===== src/design/jef_pkg.sv =====
// Shared types and constants for the JPEG extent finder.
package jef_pkg;

    typedef enum logic [2:0] {
        PH_SOI0,
        PH_SOI1,
        PH_MHI,
        PH_MLO,
        PH_LHI,
        PH_LLO,
        PH_SKIP,
        PH_SCAN
    } jef_phase_t;

    localparam logic [1:0] CAUSE_EOI     = 2'd0;
    localparam logic [1:0] CAUSE_UNKNOWN = 2'd1;
    localparam logic [1:0] CAUSE_LIMIT   = 2'd2;
    localparam logic [1:0] CAUSE_END     = 2'd3;

    localparam logic CFG_BASE_SIZE = 1'b0;
    localparam logic CFG_MAX_SCAN  = 1'b1;

    localparam logic [15:0] MAX_SCAN_RESET = 16'hffff;

    localparam logic [7:0] BYTE_FF  = 8'hff;
    localparam logic [7:0] CODE_EOI = 8'hd9;
    localparam logic [7:0] CODE_SOS = 8'hda;
    localparam logic [7:0] CODE_DQT = 8'hdb;
    localparam logic [7:0] CODE_SOF = 8'hc0;
    localparam logic [7:0] CODE_DHT = 8'hc4;
    localparam logic [7:0] CODE_DRI = 8'hdd;
    localparam logic [3:0] APP_HIGH = 4'he;

    typedef struct packed {
        logic        found;
        logic        complete;
        logic [1:0]  stop_cause;
        logic [31:0] image_size;
    } jef_result_t;

endpackage


===== src/design/jpeg_extent_finder_top.sv =====
// Top level of the JPEG extent finder: input stage, parser, result register, config.
//
// Takes one buffer byte per cycle and reports the length of the JPEG image at
// the start of the buffer. A byte is held in the input register and is parsed
// on its way into the result register. Throughput is one byte per clock while
// the input does not stall; the input stalls only when a result is due and the
// result register is still held by the consumer.
// At most one result is produced per buffer: when the parse stops (end of
// image, unknown marker, scan limit) or at the byte flagged last_byte.
// Registers: index 0 base_size, index 1 max_scan_bytes; write them only
// while no request is in flight.
module jpeg_extent_finder_top (
    input  logic        clk,
    input  logic        rst_n,
    input  logic        in_valid,
    output logic        in_ready,
    input  logic [7:0]  data_byte,
    input  logic        last_byte,
    output logic        out_valid,
    input  logic        out_ready,
    output logic        found,
    output logic        complete,
    output logic [1:0]  stop_cause,
    output logic [31:0] image_size,
    input  logic        cfg_we,
    input  logic        cfg_index,
    input  logic [31:0] cfg_data
);

    logic        s1_valid_reg;
    logic [7:0]  s1_byte_reg;
    logic        s1_last_reg;
    logic        s1_advance;
    logic [31:0] base_size_reg;
    logic [15:0] max_scan_reg;
    logic        out_valid_reg;
    jef_pkg::jef_result_t result_reg;
    jef_pkg::jef_result_t parse_result;
    logic        parse_emit;

    jef_parser u_parser (
        .clk            (clk),
        .rst_n          (rst_n),
        .step           (s1_advance),
        .data_byte      (s1_byte_reg),
        .last_byte      (s1_last_reg),
        .base_size      (base_size_reg),
        .max_scan_bytes (max_scan_reg),
        .emit           (parse_emit),
        .result         (parse_result)
    );

    assign s1_advance = s1_valid_reg && (!parse_emit || !out_valid_reg || out_ready);
    assign in_ready   = !s1_valid_reg || s1_advance;

    always_ff @(posedge clk or negedge rst_n)
    begin
        if (!rst_n)
            s1_valid_reg <= 1'b0;
        else if (in_ready)
            s1_valid_reg <= in_valid;
    end

    always_ff @(posedge clk)
    begin
        if (in_ready && in_valid)
        begin
            s1_byte_reg <= data_byte;
            s1_last_reg <= last_byte;
        end
    end

    always_ff @(posedge clk or negedge rst_n)
    begin
        if (!rst_n)
            out_valid_reg <= 1'b0;
        else if (s1_advance && parse_emit)
            out_valid_reg <= 1'b1;
        else if (out_ready)
            out_valid_reg <= 1'b0;
    end

    always_ff @(posedge clk)
    begin
        if (s1_advance && parse_emit)
            result_reg <= parse_result;
    end

    always_ff @(posedge clk or negedge rst_n)
    begin
        if (!rst_n)
        begin
            base_size_reg <= 32'd0;
            max_scan_reg  <= jef_pkg::MAX_SCAN_RESET;
        end
        else if (cfg_we)
        begin
            unique case (cfg_index)
                jef_pkg::CFG_BASE_SIZE: base_size_reg <= cfg_data;
                jef_pkg::CFG_MAX_SCAN:  max_scan_reg  <= cfg_data[15:0];
                default: ;
            endcase
        end
    end

    assign out_valid  = out_valid_reg;
    assign found      = result_reg.found;
    assign complete   = result_reg.complete;
    assign stop_cause = result_reg.stop_cause;
    assign image_size = result_reg.image_size;

endmodule


===== src/design/jef_parser.sv =====
// Marker and segment parse state, updated once per byte, with result forming.
module jef_parser (
    input  logic                 clk,
    input  logic                 rst_n,
    input  logic                 step,
    input  logic [7:0]           data_byte,
    input  logic                 last_byte,
    input  logic [31:0]          base_size,
    input  logic [15:0]          max_scan_bytes,
    output logic                 emit,
    output jef_pkg::jef_result_t result
);

    jef_pkg::jef_phase_t phase_reg, phase_next;
    logic [7:0]  marker_high_reg, marker_high_next;
    logic [15:0] bytes_to_skip_reg, bytes_to_skip_next;
    logic [31:0] byte_count_reg, byte_count_next;
    logic [15:0] scan_count_reg, scan_count_next;
    logic        after_ff_reg, after_ff_next;
    logic        seen_segment_reg, seen_segment_next;
    logic        is_sos_reg, is_sos_next;
    logic        finished_reg, finished_next;

    logic        stop_now;
    logic [1:0]  cause_now;
    logic [31:0] count_inc;
    logic [32:0] size_sum;
    logic [15:0] seg_len;
    logic [15:0] seg_left;
    logic [15:0] skip_dec;
    logic        marker_ok;

    function automatic logic marker_accepted(input logic [7:0] hi, input logic [7:0] lo);
        logic ok;
        ok = 1'b0;
        if (hi == jef_pkg::BYTE_FF)
        begin
            ok = (lo[7:4] == jef_pkg::APP_HIGH) || (lo == jef_pkg::CODE_DQT)
                || (lo == jef_pkg::CODE_SOF) || (lo == jef_pkg::CODE_DHT)
                || (lo == jef_pkg::CODE_DRI) || (lo == jef_pkg::CODE_SOS)
                || (lo == jef_pkg::CODE_EOI);
        end
        return ok;
    endfunction

    assign count_inc = (byte_count_reg == 32'hffffffff) ? byte_count_reg
                                                        : byte_count_reg + 32'd1;
    // base + count + 1 in one add; a saturated count always overflows anyway
    assign size_sum  = {1'b0, base_size} + {1'b0, byte_count_reg} + 33'd1;
    assign seg_len   = {bytes_to_skip_reg[15:8], data_byte};
    assign seg_left  = (seg_len >= 16'd2) ? seg_len - 16'd2 : 16'd0;
    assign skip_dec  = bytes_to_skip_reg - 16'd1;
    assign marker_ok = marker_accepted(marker_high_reg, data_byte);

    // next state
    always_comb
    begin
        phase_next         = phase_reg;
        marker_high_next   = marker_high_reg;
        bytes_to_skip_next = bytes_to_skip_reg;
        byte_count_next    = byte_count_reg;
        scan_count_next    = scan_count_reg;
        after_ff_next      = after_ff_reg;
        seen_segment_next  = seen_segment_reg;
        is_sos_next        = is_sos_reg;
        finished_next      = finished_reg;
        stop_now           = 1'b0;
        cause_now          = jef_pkg::CAUSE_END;

        if (!finished_reg)
        begin
            byte_count_next = count_inc;
            unique case (phase_reg)
                jef_pkg::PH_SOI0: phase_next = jef_pkg::PH_SOI1;
                jef_pkg::PH_SOI1: phase_next = jef_pkg::PH_MHI;
                jef_pkg::PH_MHI:
                begin
                    marker_high_next = data_byte;
                    phase_next       = jef_pkg::PH_MLO;
                end
                jef_pkg::PH_MLO:
                begin
                    if (!marker_ok)
                    begin
                        stop_now  = 1'b1;
                        cause_now = jef_pkg::CAUSE_UNKNOWN;
                    end
                    else
                    begin
                        seen_segment_next = 1'b1;
                        if (data_byte == jef_pkg::CODE_EOI)
                        begin
                            stop_now  = 1'b1;
                            cause_now = jef_pkg::CAUSE_EOI;
                        end
                        else
                        begin
                            is_sos_next = (data_byte == jef_pkg::CODE_SOS);
                            phase_next  = jef_pkg::PH_LHI;
                        end
                    end
                end
                jef_pkg::PH_LHI:
                begin
                    bytes_to_skip_next = {data_byte, 8'h00};
                    phase_next         = jef_pkg::PH_LLO;
                end
                jef_pkg::PH_LLO:
                begin
                    bytes_to_skip_next = seg_left;
                    if (seg_left != 16'd0)
                        phase_next = jef_pkg::PH_SKIP;
                    else if (is_sos_reg)
                    begin
                        phase_next      = jef_pkg::PH_SCAN;
                        scan_count_next = 16'd0;
                        after_ff_next   = 1'b0;
                    end
                    else
                        phase_next = jef_pkg::PH_MHI;
                end
                jef_pkg::PH_SKIP:
                begin
                    bytes_to_skip_next = skip_dec;
                    if (skip_dec == 16'd0)
                    begin
                        if (is_sos_reg)
                        begin
                            phase_next      = jef_pkg::PH_SCAN;
                            scan_count_next = 16'd0;
                            after_ff_next   = 1'b0;
                        end
                        else
                            phase_next = jef_pkg::PH_MHI;
                    end
                end
                jef_pkg::PH_SCAN:
                begin
                    if (after_ff_reg && data_byte == jef_pkg::CODE_EOI)
                    begin
                        stop_now  = 1'b1;
                        cause_now = jef_pkg::CAUSE_EOI;
                    end
                    else if (after_ff_reg && data_byte == jef_pkg::CODE_SOS)
                    begin
                        seen_segment_next = 1'b1;
                        is_sos_next       = 1'b1;
                        after_ff_next     = 1'b0;
                        phase_next        = jef_pkg::PH_LHI;
                    end
                    else if (scan_count_reg >= max_scan_bytes)
                    begin
                        stop_now  = 1'b1;
                        cause_now = jef_pkg::CAUSE_LIMIT;
                    end
                    else
                    begin
                        scan_count_next = scan_count_reg + 16'd1;
                        after_ff_next   = (data_byte == jef_pkg::BYTE_FF);
                    end
                end
                default: phase_next = jef_pkg::PH_SOI0;
            endcase
            if (stop_now || last_byte)
                finished_next = 1'b1;
        end

        if (last_byte)
        begin
            phase_next         = jef_pkg::PH_SOI0;
            marker_high_next   = 8'h00;
            bytes_to_skip_next = 16'd0;
            byte_count_next    = 32'd0;
            scan_count_next    = 16'd0;
            after_ff_next      = 1'b0;
            seen_segment_next  = 1'b0;
            is_sos_next        = 1'b0;
            finished_next      = 1'b0;
        end
    end

    // outputs
    always_comb
    begin
        emit              = !finished_reg && (stop_now || last_byte);
        result.found      = seen_segment_next || (seen_segment_reg && last_byte);
        result.complete   = stop_now && (cause_now == jef_pkg::CAUSE_EOI);
        result.stop_cause = stop_now ? cause_now : jef_pkg::CAUSE_END;
        result.image_size = size_sum[32] ? 32'hffffffff : size_sum[31:0];
        if (!last_byte)
            result.found = seen_segment_next;
        else
        begin
            // found reflects this byte's update even though state is cleared
            result.found = seen_segment_reg
                || (phase_reg == jef_pkg::PH_MLO && marker_ok)
                || (phase_reg == jef_pkg::PH_SCAN && after_ff_reg
                    && data_byte == jef_pkg::CODE_SOS);
        end
    end

    always_ff @(posedge clk or negedge rst_n)
    begin
        if (!rst_n)
        begin
            phase_reg         <= jef_pkg::PH_SOI0;
            marker_high_reg   <= 8'h00;
            bytes_to_skip_reg <= 16'd0;
            byte_count_reg    <= 32'd0;
            scan_count_reg    <= 16'd0;
            after_ff_reg      <= 1'b0;
            seen_segment_reg  <= 1'b0;
            is_sos_reg        <= 1'b0;
            finished_reg      <= 1'b0;
        end
        else if (step)
        begin
            phase_reg         <= phase_next;
            marker_high_reg   <= marker_high_next;
            bytes_to_skip_reg <= bytes_to_skip_next;
            byte_count_reg    <= byte_count_next;
            scan_count_reg    <= scan_count_next;
            after_ff_reg      <= after_ff_next;
            seen_segment_reg  <= seen_segment_next;
            is_sos_reg        <= is_sos_next;
            finished_reg      <= finished_next;
        end
    end

endmodule


===== config.mk =====
export PLATFORM = sky130hd
export DESIGN_NAME = jpeg_extent_finder_top
export DESIGN_NICKNAME = d
export VERILOG_FILES = /design/src/design/jef_pkg.sv /design/src/design/jpeg_extent_finder_top.sv /design/src/design/jef_parser.sv
export SDC_FILE = /design/constraint.sdc
export NUM_CORES = 1
export LEC_CHECK = 0
export BUFFER_PORTS_ARGS = -buffer_cell sky130_fd_sc_hd__buf_4
export CORE_MARGIN = 2
export CORE_UTILIZATION = 45
export DETAILED_ROUTE_END_ITERATION = 6
export GPL_TIMING_DRIVEN = 0
export MAX_ROUTING_LAYER = met4
export PLACE_DENSITY = 0.66
export SYNTH_ARGS = -nofsm -noshare
export SYNTH_HDL_FRONTEND = slang
export SYNTH_SLANG_ARGS = --single-unit
export TNS_END_PERCENT = 10

===== constraint.sdc =====
create_clock -name clk -period 6.3 [get_ports clk]
set_clock_uncertainty 0.15 [all_clocks]
set_input_delay 0.315 -clock clk [delete_from_list [all_inputs] [get_ports clk]]
set_output_delay 0.315 -clock clk [all_outputs]
set_load 0.03 [all_outputs]

# == After elaboration in Yosys (flattened, before gate mapping) ==
# Index checks and enable logic that the tools add are counted.
# word_totals
ramBits,0
in_bits,47
ff_bits,174
n_memories,0
latch_bits,0
output_inout_bits,38
word_cells,174
mem_bits_ro,0
# op_classes
n_reduce_logical,45
bitwise_logic,1
order_cmp,2
mul,0
n_shift,0
addsub,6
n_eq_ne,28
n_div,0
n_mux,73
# op_table
op,count
16-bit two-way mux,11
32-bit two-way mux,3
16-bit one-hot mux with 3 select lines,2
8-bit equality test (second input constant),8
1-bit two-way mux,34
32-bit by 32-bit adder with 33-bit output,1
33-bit by 1-bit adder with 33-bit output (second input constant),1
32-bit by 1-bit adder with 32-bit output (second input constant),1
32-bit equality test (second input constant),1
3-bit two-way mux,9
8-bit two-way mux,3
3-bit one-hot mux with 8 select lines,1
7-bit AND reduction,3
16-bit by 1-bit adder with 16-bit output (second input constant),1
16-bit greater-or-equal comparator,1
16-bit by 2-bit greater-or-equal comparator with 1-bit output (second input constant),1
16-bit logical NOT,1
16-bit nonzero test,1
16-bit by 1-bit subtractor with 16-bit output (second input constant),1
16-bit by 2-bit subtractor with 16-bit output (second input constant),1
3-bit != test (second input constant),5
1-bit logical OR,13
3-bit equality test (second input constant),4
1-bit logical AND,10
other kinds (20),38

# == Longest topological paths before layout ==
# depth
depth_word,20
mapped_depth,15
mapped_depth_nobuf,14

# == Hierarchy ==
# From an unflattened synthesis, not the netlist that was laid out.
# unflattened
hier_cells,1092
area_unflattened_um2,10661.5
# by_module_without_submodules
module,instances,area_each_um2,cells_per_inst,seq_area_each_um2
jef_parser,1,7249.5,934,1976.9
jpeg_extent_finder_top,1,3412.0,158,2622.5

# == Least setup slack after synthesis ==
# Ideal clock, no wire load.
# synth_path
path_type,register to register
start,register max_scan_reg[5]
end,register result_reg (netlist bit complete) (enable)
period_less_slack_ns,4.371
setup_time_ns,0.429
setup_slack_ns,1.929
path_stages_with_launch,11
arrival_time_ns,3.792
path_cell_list,dfstp_2 -> inv_1 -> ha_1 -> a21o_1 -> a21o_1 -> a21oi_1 -> o32ai_1 -> o211ai_1 -> a41oi_2 -> nand2b_1 -> nor2_1
# synth_between
elab_chain_len,14
# synth_lines
item,line_no,text
"start, declared",jpeg_extent_finder_top.sv:35,logic [15:0] max_scan_reg;
"start signal, assigned",jpeg_extent_finder_top.sv:94,max_scan_reg <= jef_pkg::MAX_SCAN_RESET;
"start signal, assigned",jpeg_extent_finder_top.sv:100,jef_pkg::CFG_MAX_SCAN: max_scan_reg <= cfg_data[15:0];
16-bit greater-or-equal comparator *,jef_parser.sv:151,else if (scan_count_reg >= max_scan_bytes)
1-bit two-way mux *,jef_parser.sv:151,
1-bit two-way mux *,jef_parser.sv:144,else if (after_ff_reg && data_byte == jef_pkg::CODE_SOS)
1-bit two-way mux *,jef_parser.sv:139,if (after_ff_reg && data_byte == jef_pkg::CODE_EOI)
1-bit one-hot mux with 2 select lines *,jef_parser.sv:73,unique case (phase_reg)
1-bit two-way mux * (2 in a row),jef_parser.sv:70,if (!finished_reg)
1-bit logical OR *,jef_parser.sv:185,emit = !finished_reg && (stop_now || last_byte);
1-bit logical AND *,jef_parser.sv:185,
1-bit logical NOT,jpeg_extent_finder_top.sv:53,assign s1_advance = s1_valid_reg && (!parse_emit || !out_valid_reg || out_ready);
1-bit logical OR (2 in a row),jpeg_extent_finder_top.sv:53,
1-bit logical AND,jpeg_extent_finder_top.sv:53,
1-bit logical AND *,jpeg_extent_finder_top.sv:85,if (s1_advance && parse_emit)
"end signal, assigned",jpeg_extent_finder_top.sv:86,result_reg <= parse_result;
"end, declared",jpeg_extent_finder_top.sv:37,jef_pkg::jef_result_t result_reg;
# Every way passes the cells marked *; elsewhere a longest branch is shown, timed or not. The select of a mux whose other input is x is not followed.
# A chain may end at the register's enable or synchronous reset.

# == Worst setup path after layout ==
# layout_path
start,register u_parser.byte_count_reg[0]
end,register result_reg (netlist bit image_size[6]) (data pin)
# layout_between
elab_chain_len,2
# layout_lines
item,line_no,text
"start, declared",jef_parser.sv:17,"logic [31:0] byte_count_reg, byte_count_next;"
"start signal, assigned",jef_parser.sv:221,byte_count_reg <= byte_count_next;
32-bit by 32-bit adder with 33-bit output,jef_parser.sv:49,"assign size_sum = {1'b0, base_size} + {1'b0, byte_count_reg} + 33'd1;"
33-bit by 1-bit adder with 33-bit output,jef_parser.sv:49,
# Every way passes these cells.

==> impl_metrics.json <==
{
  "status": "finished clean",
  "diodes": 0,
  "fin_area_mm2": 0.0123,
  "min_period_over_period_pct": 77.4,
  "synth_ff_type": "dfrtp_1",
  "grt.total_usage_pct": 22.2,
  "num_vias": 8184,
  "cp_max_fo": 10,
  "max-vdd-ir-drop_mv": 0.158,
  "ys_seq_area_share_pct": 45.0,
  "clkLatencyLatePin_ns": 0.44,
  "max-cap-violations": 0,
  "swShare_pct": 35.8,
  "first_iter_violations": 533,
  "cts_root_buffer": "clkbuf_16",
  "postCtsSetupBuffers": 0,
  "finalNonFillerCells": 1482,
  "cts.repair.resized": 0,
  "die_area_mm2": 0.0240,
  "routed_wirelength_um": 25000,
  "place_hpwl_um": 18100,
  "overflow": 0,
  "power_frac_seq_pct": 39.2,
  "synth_edf_count": 45,
  "cp-start-kind": "flip-flop",
  "power.switching_uw": 1390,
  "cts_tree": "yes",
  "antenna_found_initial": 0,
  "viasPerCell": 5.52,
  "worst_slack_ns": 1.42,
  "slowest_stage": "a41oi_1",
  "top_level_ports": 85,
  "syn_to_final_growth_pct": 20.3,
  "dp.cells": 1407,
  "synth_area_per_cell_um2": 9.87,
  "end_kind": "flip-flop",
  "p_int_uw": 2480,
  "hold_path_class": "in2reg",
  "reg2reg_slack_ns": 1.42,
  "finalHoldViolations": 0,
  "cts_max_path_buffers": 2,
  "cpPeakStageDelay_ns": 0.70,
  "grt_max_degree": 98,
  "yosys_warnings": 0,
  "placed_area_mm2": 0.0113,
  "syn-num-nets": 1137,
  "grt_use_met1_pct": 28.1,
  "start_util_pct": 45.5,
  "powerDensity_mw_per_mm2": 314,
  "fin_crit_ns": 4.88,
  "port-buffer-count": 84,
  "drive_above_1_share_pct": 17.9,
  "wl_per_cell_um": 16.9,
  "ant_nets": 0,
  "setup_tns_ns": 0,
  "slew_headroom_pct": 34.9,
  "final_max_slew_viol_count": 0,
  "syn_inst": 1036,
  "crit_chain": "inv_1 -> ha_1 -> inv_1 -> fa_1 -> a21oi_1 -> o21ai_0 -> o22ai_1 -> o22ai_1 -> o211ai_1 -> o21ai_0 -> a41oi_1 -> clkbuf_1 -> buf_1 -> nand2_1",
  "grt_use_met2_pct": 37.4,
  "worst_setup_hold_path_clk_slew_ns": 0.08,
  "coreArea_mm2": 0.0225,
  "dp_slack_ns": 1.40,
  "die_w_um": 155,
  "setup.worst_path.class": "reg2reg",
  "cts_buffers": 17,
  "cp.arrival_ns": 4.88,
  "rows": 55,
  "path_buf_inv": 4,
  "synth_area_mm2": 0.0102,
  "fin_worst_hold_slack_ns": 0.158,
  "async_reset_ff_share_pct": 74.1,
  "cts_sinks": 174,
  "first_pass_iters": 5,
  "cts-htree-levels": 4,
  "cts_hold_buffers": 43,
  "cp_top_family": "compound AO/OA/AOI/OAI gates",
  "grt_pass1_vias": 8004,
  "setup_viol": 0,
  "fmax_mhz": 205,
  "gp_congestion": 0.951,
  "fin_nets": 1285,
  "required_ns": 6.30,
  "p_clk_share_pct": 27.7,
  "drc": 0,
  "grt_pass1_wl_um": 40700,
  "leakagePower_uw": 0.00544,
  "synth.ff_latch_count": 174,
  "max_slew.worst_pin.slew_ns": 0.967,
  "rsz0062_at_grt": "false",
  "busiest_layer": "met2",
  "globalRouteMet3Util_pct": 3.11,
  "comb_power_share_pct": 33.2,
  "die_h_um": 155,
  "yosysUniqueCellTypes": 69
}
==> synth_stat cells, types with 11 or more instances <==
cell type | n | area (µm²)
nand2b_1 | 18 | 113
a22o_1 | 12 | 105
edfxtp_1 | 45 | 1350
inv_1 | 42 | 158
o21ai_0 | 53 | 265
nor3_1 | 16 | 80.1
nor2b_1 | 11 | 68.8
nand2_1 | 82 | 308
and3_1 | 20 | 125
dfstp_2 | 16 | 420
a21o_1 | 17 | 128
nand3_1 | 24 | 120
nand4_1 | 38 | 238
mux2_2 | 50 | 563
dfrtp_1 | 113 | 2830
a21oi_1 | 54 | 270
xnor2_1 | 25 | 219
ha_1 | 53 | 663
clkbuf_1 | 36 | 135
xor2_1 | 56 | 490
nor2_1 | 105 | 394
==> cell type report <==
type,count,area [µm²]
fill,2018,10200
multi-input combinational,777,5310
inverter,43,161
timing repair buffer,129,1110
buffer,42,170
tap,285,357
sequential,174,4600
clock buffer,22,495
clock inverter,10,100
==> tightest hold or removal path, stage by stage <==
cell      delay [ns]
buf_4           0.07
nand2b_1        0.15
o21ai_0         0.15
==> worst paths after layout <==
check | from | end | cells after the start
max | u_parser.byte_count_reg[0] | image_size[6] | 14
min | out_ready | out_valid | 3
max reg2reg | u_parser.byte_count_reg[0] | image_size[6] | 14
min in group asynchronous | rst_n | base_size_reg[28] | 2
max in group asynchronous | rst_n | max_scan_reg[1] | 3
min reg2reg | u_parser.marker_high_reg[1] | u_parser.marker_high_reg[1] | 1
==> stage by stage <==
| step | power (µW) | util (%) |
|---|---|---|
| 6_report | 3860 | 54.7 |
| 5_1_grt | 4080 | 54.7 |
| 4_1_cts | 3880 | 54.7 |
| 3_5_place_dp | 2780 | 50.1 |
| 3_3_place_gp | 2760 | 49.8 |
| 2_1_floorplan | 2380 | - |
==> kinds of logic (layout without fill, tap and decap cells) <==
logic type	Yosys count	after routing	share of synthesized area, %
simple gates	378	378	19.1
compound gates	211	211	13.3
flops	174	174	45.0
buf+inv	85	246	3.24
xor+xnor	81	81	6.93
fa+ha+maj	54	54	6.68
mux	53	53	5.80
==> metal layers <==
| layer | wire [µm] | vias to the layer above |
|---|---|---|
| li1 | - | 4032 |
| met1 | 11500 | 3938 |
| met2 | 12200 | 184 |
| met3 | 946 | 30 |
| met4 | 353 | 0 |
| met5 | 0 | - |
==> cells in the final DEF, fill, tap and decap left out, types with 24 or more instances in the layout <==
master           n
nand2_1         82
xor2_1          56
a21oi_1         54
ha_1            53
nand3_1         24
nand4_1         38
mux2_2          50
edfxtp_1        45
clkbuf_1        37
nor2_1         104
o21ai_0         53
inv_1           42
xnor2_1         25
dfrtp_1        113
buf_4           83
dlygate4sd3_1   43
==> power by group through the flow <==
| stage | registers [µW] | logic (µW) | clock network (µW) |
|---|---|---|---|
| 3_5_place_dp | 1530 | 1250 | 0 |
| 3_3_place_gp | 1540 | 1220 | 0 |
| 5_1_grt | 1540 | 1410 | 1130 |
| 4_1_cts | 1510 | 1280 | 1090 |
| 6_report | 1510 | 1280 | 1070 |
| 2_1_floorplan | 1620 | 754 | 0 |
Note: power is estimated with default switching activity, not from simulation.
